**src/dq_pkg.sv**
```systemverilog
// Package for the double-ended queue: request and result payload types,
// operation codes and the command passed from the front end to the back end.
// No dependencies.
`default_nettype none

package dq_pkg;

    localparam int SLOT_W = 6;
    localparam int SIZE_W = 7;

    typedef enum logic [2:0] {
        OP_PUSH_TAIL = 3'd0,
        OP_PUSH_HEAD = 3'd1,
        OP_POP_HEAD  = 3'd2,
        OP_POP_TAIL  = 3'd3,
        OP_RESIZE    = 3'd4,
        OP_READ      = 3'd5,
        OP_WRITE     = 3'd6,
        OP_DUMP      = 3'd7
    } t_opcode;

    typedef struct packed {
        logic [2:0]         opcode;
        logic signed [31:0] value;
        logic [5:0]         position;
        logic [6:0]         new_size;
    } t_in_item;

    typedef struct packed {
        logic signed [31:0] data;
        logic               is_last;
        logic               error;
        logic [6:0]         size_now;
    } t_out_item;

    // What the back end must do with one queued command.
    typedef enum logic [1:0] {
        CMD_RESULT = 2'd0,
        CMD_WRITE  = 2'd1,
        CMD_READ   = 2'd2,
        CMD_DUMP   = 2'd3
    } t_cmd_kind;

    typedef struct packed {
        t_cmd_kind          kind;
        logic               is_last;
        logic               error;
        logic [SIZE_W-1:0]  size_now;
        logic [SLOT_W-1:0]  slot;
    } t_cmd;

endpackage

`default_nettype wire

```
**src/dq_front.sv**
```systemverilog
// Front end of the double-ended queue: accepts requests, keeps the front
// pointer and element count, and turns each request into a back-end command.
// Depends on dq_pkg.
`default_nettype none

module dq_front #(
    parameter int DEPTH      = 64,
    parameter int DATA_WIDTH = 32
) (
    input  wire logic                  i_clk,
    input  wire logic                  i_rst_n,
    input  wire logic                  i_in_valid,
    output logic                       o_in_ready,
    input  wire dq_pkg::t_in_item      i_in,
    input  wire logic                  i_fifo_full,
    output logic                       o_push,
    output dq_pkg::t_cmd               o_cmd,
    output logic [DATA_WIDTH-1:0]      o_cmd_data
);

    localparam int PW    = $clog2(DEPTH);
    localparam int CW    = $clog2(DEPTH + 1);
    localparam int EXT_W = (DATA_WIDTH > 32) ? DATA_WIDTH : 32;
    localparam logic [PW:0]   DEPTH_P = (PW + 1)'(DEPTH);
    localparam logic [PW-1:0] LAST_SLOT = PW'(DEPTH - 1);

    logic [PW-1:0] r_front, n_front;
    logic [CW-1:0] r_count, n_count;
    logic          accept;
    logic          full;
    logic          empty;
    logic          pos_ok;
    logic [PW:0]   sum_pos;
    logic [PW:0]   sum_back;
    logic [PW-1:0] slot_pos;
    logic [PW-1:0] slot_back;
    logic [PW-1:0] front_dec;
    logic [PW-1:0] front_inc;
    logic [EXT_W-1:0] value_ext;
    dq_pkg::t_cmd  cmd;
    logic          drop;

    assign o_in_ready = !i_fifo_full;
    assign accept     = i_in_valid && o_in_ready;

    assign full   = (r_count == CW'(DEPTH));
    assign empty  = (r_count == '0);
    assign pos_ok = ({1'b0, i_in.position} < 7'(r_count));

    // The front pointer is below DEPTH and the other addend at most DEPTH, so one conditional subtract wraps the sum.
    assign sum_pos   = {1'b0, r_front} + (PW + 1)'(i_in.position);
    assign sum_back  = {1'b0, r_front} + (PW + 1)'(r_count);
    assign slot_pos  = (sum_pos  >= DEPTH_P) ? PW'(sum_pos  - DEPTH_P) : PW'(sum_pos);
    assign slot_back = (sum_back >= DEPTH_P) ? PW'(sum_back - DEPTH_P) : PW'(sum_back);
    assign front_dec = (r_front == '0) ? LAST_SLOT : r_front - 1'b1;
    assign front_inc = (r_front == LAST_SLOT) ? '0 : r_front + 1'b1;

    assign value_ext  = EXT_W'(i_in.value);
    assign o_cmd_data = value_ext[DATA_WIDTH-1:0];

    always_comb begin
        n_front      = r_front;
        n_count      = r_count;
        drop         = 1'b0;
        cmd.kind     = dq_pkg::CMD_RESULT;
        cmd.is_last  = 1'b0;
        cmd.error    = 1'b0;
        cmd.slot     = '0;
        case (dq_pkg::t_opcode'(i_in.opcode))
            dq_pkg::OP_PUSH_TAIL: begin
                if (full) begin
                    cmd.error = 1'b1;
                end else begin
                    cmd.kind = dq_pkg::CMD_WRITE;
                    cmd.slot = dq_pkg::SLOT_W'(slot_back);
                    n_count  = r_count + 1'b1;
                end
            end
            dq_pkg::OP_PUSH_HEAD: begin
                if (full) begin
                    cmd.error = 1'b1;
                end else begin
                    cmd.kind = dq_pkg::CMD_WRITE;
                    cmd.slot = dq_pkg::SLOT_W'(front_dec);
                    n_front  = front_dec;
                    n_count  = r_count + 1'b1;
                end
            end
            dq_pkg::OP_POP_HEAD: begin
                if (empty) begin
                    cmd.error = 1'b1;
                end else begin
                    n_front = front_inc;
                    n_count = r_count - 1'b1;
                end
            end
            dq_pkg::OP_POP_TAIL: begin
                if (empty) begin
                    cmd.error = 1'b1;
                end else begin
                    n_count = r_count - 1'b1;
                end
            end
            dq_pkg::OP_RESIZE: begin
                if (i_in.new_size > 7'(DEPTH)) begin
                    cmd.error = 1'b1;
                end else begin
                    n_count = CW'(i_in.new_size);
                end
            end
            dq_pkg::OP_READ: begin
                cmd.is_last = 1'b1;
                if (!pos_ok) begin
                    cmd.error = 1'b1;
                end else begin
                    cmd.kind = dq_pkg::CMD_READ;
                    cmd.slot = dq_pkg::SLOT_W'(slot_pos);
                end
            end
            dq_pkg::OP_WRITE: begin
                if (!pos_ok) begin
                    cmd.error = 1'b1;
                end else begin
                    cmd.kind = dq_pkg::CMD_WRITE;
                    cmd.slot = dq_pkg::SLOT_W'(slot_pos);
                end
            end
            default: begin
                // Dump: the back end walks the elements from the current front.
                cmd.kind = dq_pkg::CMD_DUMP;
                cmd.slot = dq_pkg::SLOT_W'(r_front);
                drop     = empty;
            end
        endcase
        cmd.size_now = dq_pkg::SIZE_W'(n_count);
    end

    assign o_cmd  = cmd;
    assign o_push = accept && !drop;

    always_ff @(posedge i_clk) begin
        if (!i_rst_n) begin
            r_front <= '0;
            r_count <= '0;
        end else if (accept) begin
            r_front <= n_front;
            r_count <= n_count;
        end
    end

endmodule

`default_nettype wire

```
**src/dq_cmd_fifo.sv**
```systemverilog
// Two-entry command queue between the front end and the back end.
// Depends on dq_pkg.
`default_nettype none

module dq_cmd_fifo #(
    parameter int DATA_WIDTH = 32
) (
    input  wire logic                  i_clk,
    input  wire logic                  i_rst_n,
    input  wire logic                  i_push,
    input  wire dq_pkg::t_cmd          i_cmd,
    input  wire logic [DATA_WIDTH-1:0] i_data,
    output logic                       o_full,
    output logic                       o_valid,
    input  wire logic                  i_pop,
    output dq_pkg::t_cmd               o_cmd,
    output logic [DATA_WIDTH-1:0]      o_data
);

    dq_pkg::t_cmd          r_cmd  [2];
    logic [DATA_WIDTH-1:0] r_data [2];
    logic                  r_wr_ptr;
    logic                  r_rd_ptr;
    logic [1:0]            r_fill;
    logic                  do_push;
    logic                  do_pop;

    assign o_full  = (r_fill == 2'd2);
    assign o_valid = (r_fill != 2'd0);
    assign do_push = i_push && !o_full;
    assign do_pop  = i_pop && o_valid;
    assign o_cmd   = r_cmd[r_rd_ptr];
    assign o_data  = r_data[r_rd_ptr];

    always_ff @(posedge i_clk) begin
        if (!i_rst_n) begin
            r_wr_ptr <= 1'b0;
            r_rd_ptr <= 1'b0;
            r_fill   <= 2'd0;
        end else begin
            if (do_push) begin
                r_wr_ptr <= !r_wr_ptr;
            end
            if (do_pop) begin
                r_rd_ptr <= !r_rd_ptr;
            end
            if (do_push && !do_pop) begin
                r_fill <= r_fill + 2'd1;
            end else if (do_pop && !do_push) begin
                r_fill <= r_fill - 2'd1;
            end
        end
    end

    always_ff @(posedge i_clk) begin
        if (do_push) begin
            r_cmd[r_wr_ptr]  <= i_cmd;
            r_data[r_wr_ptr] <= i_data;
        end
    end

endmodule

`default_nettype wire

```
**src/dq_back.sv**
```systemverilog
// Back end of the double-ended queue: owns the element store, carries out
// queued commands and drives the registered result channel.
// Depends on dq_pkg.
`default_nettype none

module dq_back #(
    parameter int DEPTH      = 64,
    parameter int DATA_WIDTH = 32
) (
    input  wire logic                  i_clk,
    input  wire logic                  i_rst_n,
    input  wire logic                  i_cmd_valid,
    input  wire dq_pkg::t_cmd          i_cmd,
    input  wire logic [DATA_WIDTH-1:0] i_cmd_data,
    output logic                       o_cmd_pop,
    output logic                       o_out_valid,
    input  wire logic                  i_out_ready,
    output dq_pkg::t_out_item          o_out
);

    localparam int PW    = $clog2(DEPTH);
    localparam int CW    = $clog2(DEPTH + 1);
    localparam int EXT_W = (DATA_WIDTH > 32) ? DATA_WIDTH : 32;
    localparam logic [PW-1:0] LAST_SLOT = PW'(DEPTH - 1);

    typedef enum logic [1:0] {
        BK_IDLE = 2'd0,
        BK_READ = 2'd1,
        BK_DUMP = 2'd2
    } t_back_state;

    logic [DATA_WIDTH-1:0] mem [DEPTH];
    logic [DEPTH-1:0]      r_written;

    t_back_state           r_state, n_state;
    logic                  r_out_valid, n_out_valid;
    dq_pkg::t_out_item     r_out, n_out;
    logic [dq_pkg::SIZE_W-1:0] r_size, n_size;
    logic [CW-1:0]         r_left, n_left;
    logic [PW-1:0]         r_slot, n_slot;
    logic [DATA_WIDTH-1:0] r_rd_data;
    logic                  r_rd_vld;

    logic                  out_free;
    logic                  mem_we;
    logic                  rd_en;
    logic [PW-1:0]         rd_addr;
    logic [PW-1:0]         cmd_slot;
    logic [PW-1:0]         cmd_slot_inc;
    logic [PW-1:0]         slot_inc;
    logic [EXT_W-1:0]      rd_ext;
    logic [31:0]           rd_value;

    assign out_free     = !r_out_valid || i_out_ready;
    assign cmd_slot     = i_cmd.slot[PW-1:0];
    assign cmd_slot_inc = (cmd_slot == LAST_SLOT) ? '0 : cmd_slot + 1'b1;
    assign slot_inc     = (r_slot == LAST_SLOT) ? '0 : r_slot + 1'b1;
    assign rd_ext       = EXT_W'($signed(r_rd_data));
    // A slot never written since reset reads as zero.
    assign rd_value     = r_rd_vld ? rd_ext[31:0] : 32'd0;

    always_comb begin
        n_state     = r_state;
        n_out_valid = r_out_valid;
        n_out       = r_out;
        n_size      = r_size;
        n_left      = r_left;
        n_slot      = r_slot;
        mem_we      = 1'b0;
        rd_en       = 1'b0;
        rd_addr     = cmd_slot;
        o_cmd_pop   = 1'b0;
        if (r_out_valid && i_out_ready) begin
            n_out_valid = 1'b0;
        end
        case (r_state)
            BK_IDLE: begin
                if (i_cmd_valid && out_free) begin
                    o_cmd_pop = 1'b1;
                    n_size    = i_cmd.size_now;
                    case (i_cmd.kind)
                        dq_pkg::CMD_READ: begin
                            rd_en   = 1'b1;
                            n_state = BK_READ;
                        end
                        dq_pkg::CMD_DUMP: begin
                            rd_en   = 1'b1;
                            n_left  = CW'(i_cmd.size_now);
                            n_slot  = cmd_slot_inc;
                            n_state = BK_DUMP;
                        end
                        default: begin
                            mem_we         = (i_cmd.kind == dq_pkg::CMD_WRITE);
                            n_out.data     = '0;
                            n_out.is_last  = i_cmd.is_last;
                            n_out.error    = i_cmd.error;
                            n_out.size_now = i_cmd.size_now;
                            n_out_valid    = 1'b1;
                        end
                    endcase
                end
            end
            BK_READ: begin
                if (out_free) begin
                    n_out.data     = rd_value;
                    n_out.is_last  = 1'b1;
                    n_out.error    = 1'b0;
                    n_out.size_now = r_size;
                    n_out_valid    = 1'b1;
                    n_state        = BK_IDLE;
                end
            end
            BK_DUMP: begin
                if (out_free) begin
                    n_out.data     = rd_value;
                    n_out.is_last  = (r_left == CW'(1));
                    n_out.error    = 1'b0;
                    n_out.size_now = r_size;
                    n_out_valid    = 1'b1;
                    if (r_left == CW'(1)) begin
                        n_state = BK_IDLE;
                    end else begin
                        // Fetch the next element while this one is shown.
                        rd_en   = 1'b1;
                        rd_addr = r_slot;
                        n_slot  = slot_inc;
                        n_left  = r_left - 1'b1;
                    end
                end
            end
            default: begin
                n_state = BK_IDLE;
            end
        endcase
    end

    always_ff @(posedge i_clk) begin
        if (!i_rst_n) begin
            r_state     <= BK_IDLE;
            r_out_valid <= 1'b0;
        end else begin
            r_state     <= n_state;
            r_out_valid <= n_out_valid;
        end
    end

    always_ff @(posedge i_clk) begin
        r_out  <= n_out;
        r_size <= n_size;
        r_left <= n_left;
        r_slot <= n_slot;
    end

    always_ff @(posedge i_clk) begin
        if (!i_rst_n) begin
            r_written <= '0;
        end else if (mem_we) begin
            r_written[cmd_slot] <= 1'b1;
        end
    end

    always_ff @(posedge i_clk) begin
        if (mem_we) begin
            mem[cmd_slot] <= i_cmd_data;
        end
        if (rd_en) begin
            r_rd_data <= mem[rd_addr];
            r_rd_vld  <= r_written[rd_addr];
        end
    end

    assign o_out_valid = r_out_valid;
    assign o_out       = r_out;

endmodule

`default_nettype wire

```
**src/double_ended_queue.sv**
```systemverilog
// Top level of the double-ended queue: front end, command queue, back end.
// Depends on dq_pkg, dq_front, dq_cmd_fifo and dq_back.
//
//   channel   direction  valid        ready        payload
//   request   in         i_in_valid   o_in_ready   i_in  (dq_pkg::t_in_item)
//   result    out        o_out_valid  i_out_ready  o_out (dq_pkg::t_out_item)
//
// A single operation passes from request to result through its command queue
// entry and then the back end's result register. A read and the start of a
// dump also pass through the store's registered read port; a dump of N
// elements then streams N results, one per cycle while the result channel is
// ready. Reset clears the pointer, the count and the written flags of all
// slots; requests are taken from the first cycle after reset.
// The front end keeps taking requests while the back end stalls, until the
// two-entry command queue is full.
`default_nettype none

module double_ended_queue #(
    parameter int DEPTH      = 64,
    parameter int DATA_WIDTH = 32
) (
    input  wire logic              i_clk,
    input  wire logic              i_rst_n,
    input  wire logic              i_in_valid,
    output logic                   o_in_ready,
    input  wire dq_pkg::t_in_item  i_in,
    output logic                   o_out_valid,
    input  wire logic              i_out_ready,
    output dq_pkg::t_out_item      o_out
);

    logic                  push;
    logic                  fifo_full;
    dq_pkg::t_cmd          front_cmd;
    logic [DATA_WIDTH-1:0] front_data;
    logic                  cmd_valid;
    logic                  cmd_pop;
    dq_pkg::t_cmd          back_cmd;
    logic [DATA_WIDTH-1:0] back_data;

    dq_front #(
        .DEPTH      (DEPTH),
        .DATA_WIDTH (DATA_WIDTH)
    ) u_front (
        .i_clk       (i_clk),
        .i_rst_n     (i_rst_n),
        .i_in_valid  (i_in_valid),
        .o_in_ready  (o_in_ready),
        .i_in        (i_in),
        .i_fifo_full (fifo_full),
        .o_push      (push),
        .o_cmd       (front_cmd),
        .o_cmd_data  (front_data)
    );

    dq_cmd_fifo #(
        .DATA_WIDTH (DATA_WIDTH)
    ) u_fifo (
        .i_clk   (i_clk),
        .i_rst_n (i_rst_n),
        .i_push  (push),
        .i_cmd   (front_cmd),
        .i_data  (front_data),
        .o_full  (fifo_full),
        .o_valid (cmd_valid),
        .i_pop   (cmd_pop),
        .o_cmd   (back_cmd),
        .o_data  (back_data)
    );

    dq_back #(
        .DEPTH      (DEPTH),
        .DATA_WIDTH (DATA_WIDTH)
    ) u_back (
        .i_clk       (i_clk),
        .i_rst_n     (i_rst_n),
        .i_cmd_valid (cmd_valid),
        .i_cmd       (back_cmd),
        .i_cmd_data  (back_data),
        .o_cmd_pop   (cmd_pop),
        .o_out_valid (o_out_valid),
        .i_out_ready (i_out_ready),
        .o_out       (o_out)
    );

endmodule

`default_nettype wire

```
**config.mk**
```make
export PLATFORM = sky130hd
export DESIGN_NAME = double_ended_queue
export DESIGN_NICKNAME = d
export VERILOG_FILES = /design/src/dq_pkg.sv /design/src/dq_front.sv /design/src/dq_cmd_fifo.sv /design/src/dq_back.sv /design/src/double_ended_queue.sv
export SDC_FILE = /design/constraint.sdc
export NUM_CORES = 2
export LEC_CHECK = 0
export BUFFER_PORTS_ARGS = -buffer_cell sky130_fd_sc_hd__buf_2
export CORE_ASPECT_RATIO = 1.1
export CORE_MARGIN = 2
export CORE_UTILIZATION = 36
export CTS_BUF_LIST = sky130_fd_sc_hd__clkbuf_4 sky130_fd_sc_hd__clkbuf_8 sky130_fd_sc_hd__clkbuf_16
export CTS_CLUSTER_DIAMETER = 60
export CTS_CLUSTER_SIZE = 30
export DETAILED_ROUTE_END_ITERATION = 10
export HOLD_SLACK_MARGIN = 0.15
export PLACE_DENSITY = 0.55
export SYNTH_ARGS = -nofsm -noshare
export SYNTH_HDL_FRONTEND = slang
export SYNTH_SLANG_ARGS = --single-unit
export TNS_END_PERCENT = 5
```
**constraint.sdc**
```tcl
create_clock -name i_clk -period 8.8 [get_ports i_clk]
set_input_delay 1.76 -clock i_clk [delete_from_list [all_inputs] [get_ports i_clk]]
set_output_delay 1.76 -clock i_clk [all_outputs]
set_load 0.02 [all_outputs]
```
# Word-level counts from Yosys, hierarchy flattened
# Memories as Yosys holds them, arrays and structs flattened. A register that Yosys moved wholly into a read port is not among the register bits.
# Index checks and enable logic that the tools add are counted.
# Widths: inputs -> output; s select.
# op_classes
addsub,13
n_lt_le_gt_ge,7
n_eq_ne,27
muxes,82
n_bitwise,1
reduce_logical,38
# ops
op,count
$mux 41,4
$pmux 41 s3,1
$mux 6,18
$or 64x64->64,1
$mux 7,7
$mux 32,1
$mux 1,31
$pmux 6 s2,2
$pmux 6 s4,1
$pmux 7 s3,1
$add 6x1->6 const B,3
$eq 6x6->1 const B,3
$sub 6x1->6 const B,3
$reduce_and 5->1,3
$ge 7x7->1 const B,2
$lt 6x7->1 const B,2
$mux 2,7
$pmux 7 s2,1
$sub 7x1->7 const B,2
$ne 2x2->1 const B,5
$reduce_or 2->1,5
$eq 3x3->1 const B,3
$logic_and 1x1->1,9
$eq 2x2->1 const B,4
other kinds (34),49
# word_totals
regBits,146
ramBits,2146
inputBits,52
out_inout_bits,43
elab_cells,187
mem_count,3
# mem_list
name,depth,word_bits,rd,rd_ports_with_merged_regs,wr,line,rtl
u_back.mem,64,32,1,1,1,dq_back.sv:32,logic [DATA_WIDTH-1:0] mem [DEPTH];
u_fifo.r_data,2,32,1,1,1,dq_cmd_fifo.sv:21,logic [DATA_WIDTH-1:0] r_data [2];
u_fifo.r_cmd,2,17,1,1,1,dq_cmd_fifo.sv:20,dq_pkg::t_cmd r_cmd [2];

# Longest topological paths before layout
# logic_depth
ltp_word,10
mapped_depth,15
depth_no_buf,10

# Cells and area by module
# A second synthesis with hierarchy kept.
# unflattened
cells_unflattened,5107
area_unflattened_um2,90443.0
# by_module_without_submodules
mod,instances,cells_per_inst,area_each_um2,seq_area_each_um2
dq_back,1,4583,84232.0,65663.0
dq_cmd_fifo,1,177,3764.9,3042.9
dq_front,1,347,2446.1,260.2

# Worst setup path before layout
# OpenSTA, ideal clock, no wires.
# synth_path
path_kind,input -> register
startpoint,in i_out_ready
endpoint,"reg u_back.r_rd_data[0], read port of u_back.mem, enable pin"
setup_time_ps,469
arrival_time_ps,5020
required_ps,8331
slack_ps,3311
path_stages,6
path_buffers,2
cell_sequence,nand2b_1 -> buf_2 -> buf_1 -> o21a_1 -> nand2_1 -> o21ai_0
# synth_via
elab_chain_cells,4
word_cells_on_any_way,7
classes_between,mux (5); reduce/logical (2)
# synth_rtl
element,line,rtl
"start, declared",double_ended_queue.sv:28,"input wire logic i_out_ready,"
$logic_or 1x1->1 *,dq_back.sv:54,assign out_free = !r_out_valid || i_out_ready;
$logic_and 1x1->1,dq_back.sv:78,if (i_cmd_valid && out_free) begin
$mux 1,dq_back.sv:78,
$pmux 1 s2 *,dq_back.sv:76,case (r_state)
net u_back.rd_en,dq_back.sv:46,logic rd_en;
"end, declared",dq_back.sv:41,logic [DATA_WIDTH-1:0] r_rd_data;
# Mark *: on every way through the listed nets, which the timed path passes. The rest lies on a longest branch.
# A chain may end at the register's enable or synchronous reset.

# Final worst setup path
# layout_path
startpoint,in i_out_ready
endpoint,"reg u_back.r_rd_data[31], read port of u_back.mem (data pin)"
# layout_via
elab_chain_cells,4
word_cells_on_any_way,7
classes_between,mux (5); reduce/logical (2)
# layout_rtl
element,line
$logic_or 1x1->1 *,dq_back.sv:54
$logic_and 1x1->1,dq_back.sv:78
$mux 1,dq_back.sv:78
$pmux 1 s2,dq_back.sv:76
# Mark *: on every way between the ends. The rest lies on a longest branch, timed or not.

==> flow_metrics.tcl <==
set metrics [dict create \
    grt_pass1_vias 49800 \
    dp_hpwl_um 146000 \
    reg2reg_from "u_back.r_left[1]" \
    path_cells "buf_2 -> nand2b_1 -> o211ai_4 -> mux2i_4 -> buf_12 -> buf_12 -> mux2i_1 -> o22ai_1 -> or4_1 -> nor4_1 -> nand4_1" \
    yosysSeqAreaShare_pct 76.2 \
    start_util_pct 36.1 \
    cts_hold_buf 0 \
    core-area_um2 251000 \
    finalPower_uw 30800 \
    grt.total_usage_pct 20.5 \
    synth_cell_types 74 \
    finalSetupTns_ps 0 \
    startpoint_type "primary input" \
    use_met3_pct 2.31 \
    grt_util_met2_pct 33.4 \
    yosysTopAreaCell "edfxtp_1" \
    critical-path-max-stage-delay_ps 940 \
    yosys_most_used_dff "edfxtp_1" \
    slew_violations 0 \
    finClkSkew_ps 53.8 \
    synthTopCellsByArea "edfxtp_1 (74%), mux2i_1 (5.5%), nand2_1 (3.5%)" \
    power_leakage_uw 0.0340 \
    ant_nets 0 \
    nets 5772 \
    clk_pin_slew_worst_paths_ps 100 \
    routabilityCongestion 0.800 \
    post_synth.cell_area_avg_um2 16.2 \
    cts-root-buf "clkbuf_16" \
    critPathSlowestCell "nor4_1" \
    slew_headroom_pct 12.5 \
    die_w_um 482 \
    rsz0062_at_grt "false" \
    portBuffers 94 \
    min_from "u_back.r_written[15]" \
    layout_common_cells "edfxtp_1 (2240), nand2_1 (838), mux2i_1 (491)" \
    clock-sinks 2325 \
    clk_latency_ps 860 \
    rr_endpoint "u_back.r_rd_data[31]" \
    top_usage_layer "met2" \
    fin_util_pct 40.4 \
    worst-r2r-setup-slack_ps 3120 \
    via_per_inst 5.55 \
    syn_nets 5678 \
    crit_family "simple AND/OR/NAND/NOR gates" \
    drt-pass1-iter-count 6 \
    path_buf_inv 3 \
    setup_violations 0 \
    drive_gt1_share_pct 13.9 \
    antenna_found_initial 15 \
    hp-class "register to register" \
    stdcell_area_um2 101000 \
    grt_max_degree 164 \
    clock_tree.buffer_depth 3 \
    use_met1_pct 28.4 \
    drt_wl_total_um 265000 \
    critical_path.most_common_cell "buf_12" \
    worstSetupPathType "primary input to register" \
    power.density_nw_per_um2 304 \
    row_count 193 \
    synth_seq_cells 2325 \
    top_level_ports 95 \
    hold_path_depth 1 \
    synthCells 5595 \
    post_cts_buffers 0 \
    htree_levels 4 \
    drc 0 \
    maxCapViolCount 0 \
    placed_area_um2 95800 \
    max_freq_mhz 168 \
    dieHeight_um 530 \
    async_flop_share_pct 0 \
    drt_iter0_drc 5803 \
    nFillCells 22600 \
    hold_end "u_back.r_written[15]" \
    yosysWarnings 0 \
    finalCritPeriodShare_pct 67.4 \
    end_kind "register" \
    vias 50800 \
    finalHoldViolCount 0 \
    required_ps 9330 \
    synthToLayoutAreaGrowth_pct 12.0 \
    crit_fanout 110 \
    routedWlPerCell_um 29.0 \
    numCtsBuffers 149 \
    ir_drop_v 0.000323 \
    cts_tree "built" \
    synth_top_area_share_pct 74.3 \
    status "completed" \
    worst_slew_pin_slew_ps 1310 \
    die_area_um2 255000 \
    cts_resized 0 \
    rr_worst_depth 12 \
    synth-edff-count 2240 \
    fin_crit_ps 5940 \
    overflow 0 \
    layout.cells.most_common "edfxtp_1" \
    cp.arrival_ps 6460 \
    grt_pass1_wl_um 375000 \
    synth_area_um2 90500 \
]
-- worst reg2reg max path: cells and delay by family, from the launching register on --
kind / cells / cell delay, ps
simple gates: 4 / 2290
compound gates: 2 / 620
buf+inv: 3 / 1070
mux: 2 / 850
fa+ha+maj: 1 / 130
flops: 1 / 400
-- cell type report --
cell class | instances | area, um2 | area share [%]
inverters | 30 | 113 | 0.111
multi-input cells | 2919 | 20700 | 20.4
flip-flops and latches | 2325 | 69000 | 68.1
clock inverters | 117 | 1520 | 1.50
well taps | 3315 | 4150 | 4.09
clock buffers | 161 | 3930 | 3.88
repair buffers | 264 | 1900 | 1.87
diodes | 26 | 65.1 | 0.0642
-- worst max path at each step --
stage                           start                    to  cells past startpoint
final                     i_out_ready  u_back.r_rd_data[31]                     11
after floorplan           i_out_ready   u_back.r_rd_data[0]                      6
after global placement    i_out_ready  u_back.r_rd_data[31]                     11
after detailed placement  i_out_ready  u_back.r_rd_data[31]                     11
after global routing      i_out_ready  u_back.r_rd_data[31]                     11
after CTS                 i_out_ready  u_back.r_rd_data[31]                     11
-- kinds of logic after synthesis --
group / synth area share (%)
buf+inv: 1.69
simple gates: 7.95
fa+ha+maj: 0.445
mux: 8.85
flops: 76.2
compound gates: 4.54
xor+xnor: 0.310
-- power by group --
group	internal, uW	switching [uW]	leakage [uW]
clock network	3780	4170	0.00265
logic	2640	6260	0.0105
registers	13700	214	0.0209
total	20100	10600	0.0340
-- per-layer routing --
metal  routed length (um)  share of wire [%]
met1               112000                 42
met3                17100                6.4
met5                   13             0.0049
met2               128000                 48
met4                 7970                3.0
-- metrics by stage --
step | hold slack [ps] | instances | worst slack (ps)
after global placement | 441 | 8853 | 2150
after CTS | 471 | 9131 | 2990
after global routing | 484 | 9152 | 2850
after detailed placement | 448 | 8853 | 2060
final | 467 | 9157 | 2860
after floorplan | 435 | 5595 | 3310
-- flip-flops by register name, indices dropped and copies added, names as in the netlist, 6 cells and up, named ones only --
register	count
u_back.mem	2048
u_back.o_out	41
u_back.r_left	7
u_back.r_rd_data	32
u_back.r_size	7
u_back.r_slot	6
u_back.r_written	64
u_fifo.r_cmd	34
u_fifo.r_data	64
u_front.r_count	7
u_front.r_front	6
-- synthesized netlist by cell type, types with 40 or more instances --
cell type	number
nand3_1	420
nor2_1	132
dfxtp_1	85
mux2_2	47
a32oi_1	102
edfxtp_1	2240
buf_2	80
mux2i_1	494
mux4_2	112
nand2_1	849
and3_1	40
a21oi_1	41
o22ai_1	248
clkbuf_1	194
nor4_1	59
o21a_1	70
(Power assumes the default switching activity.)
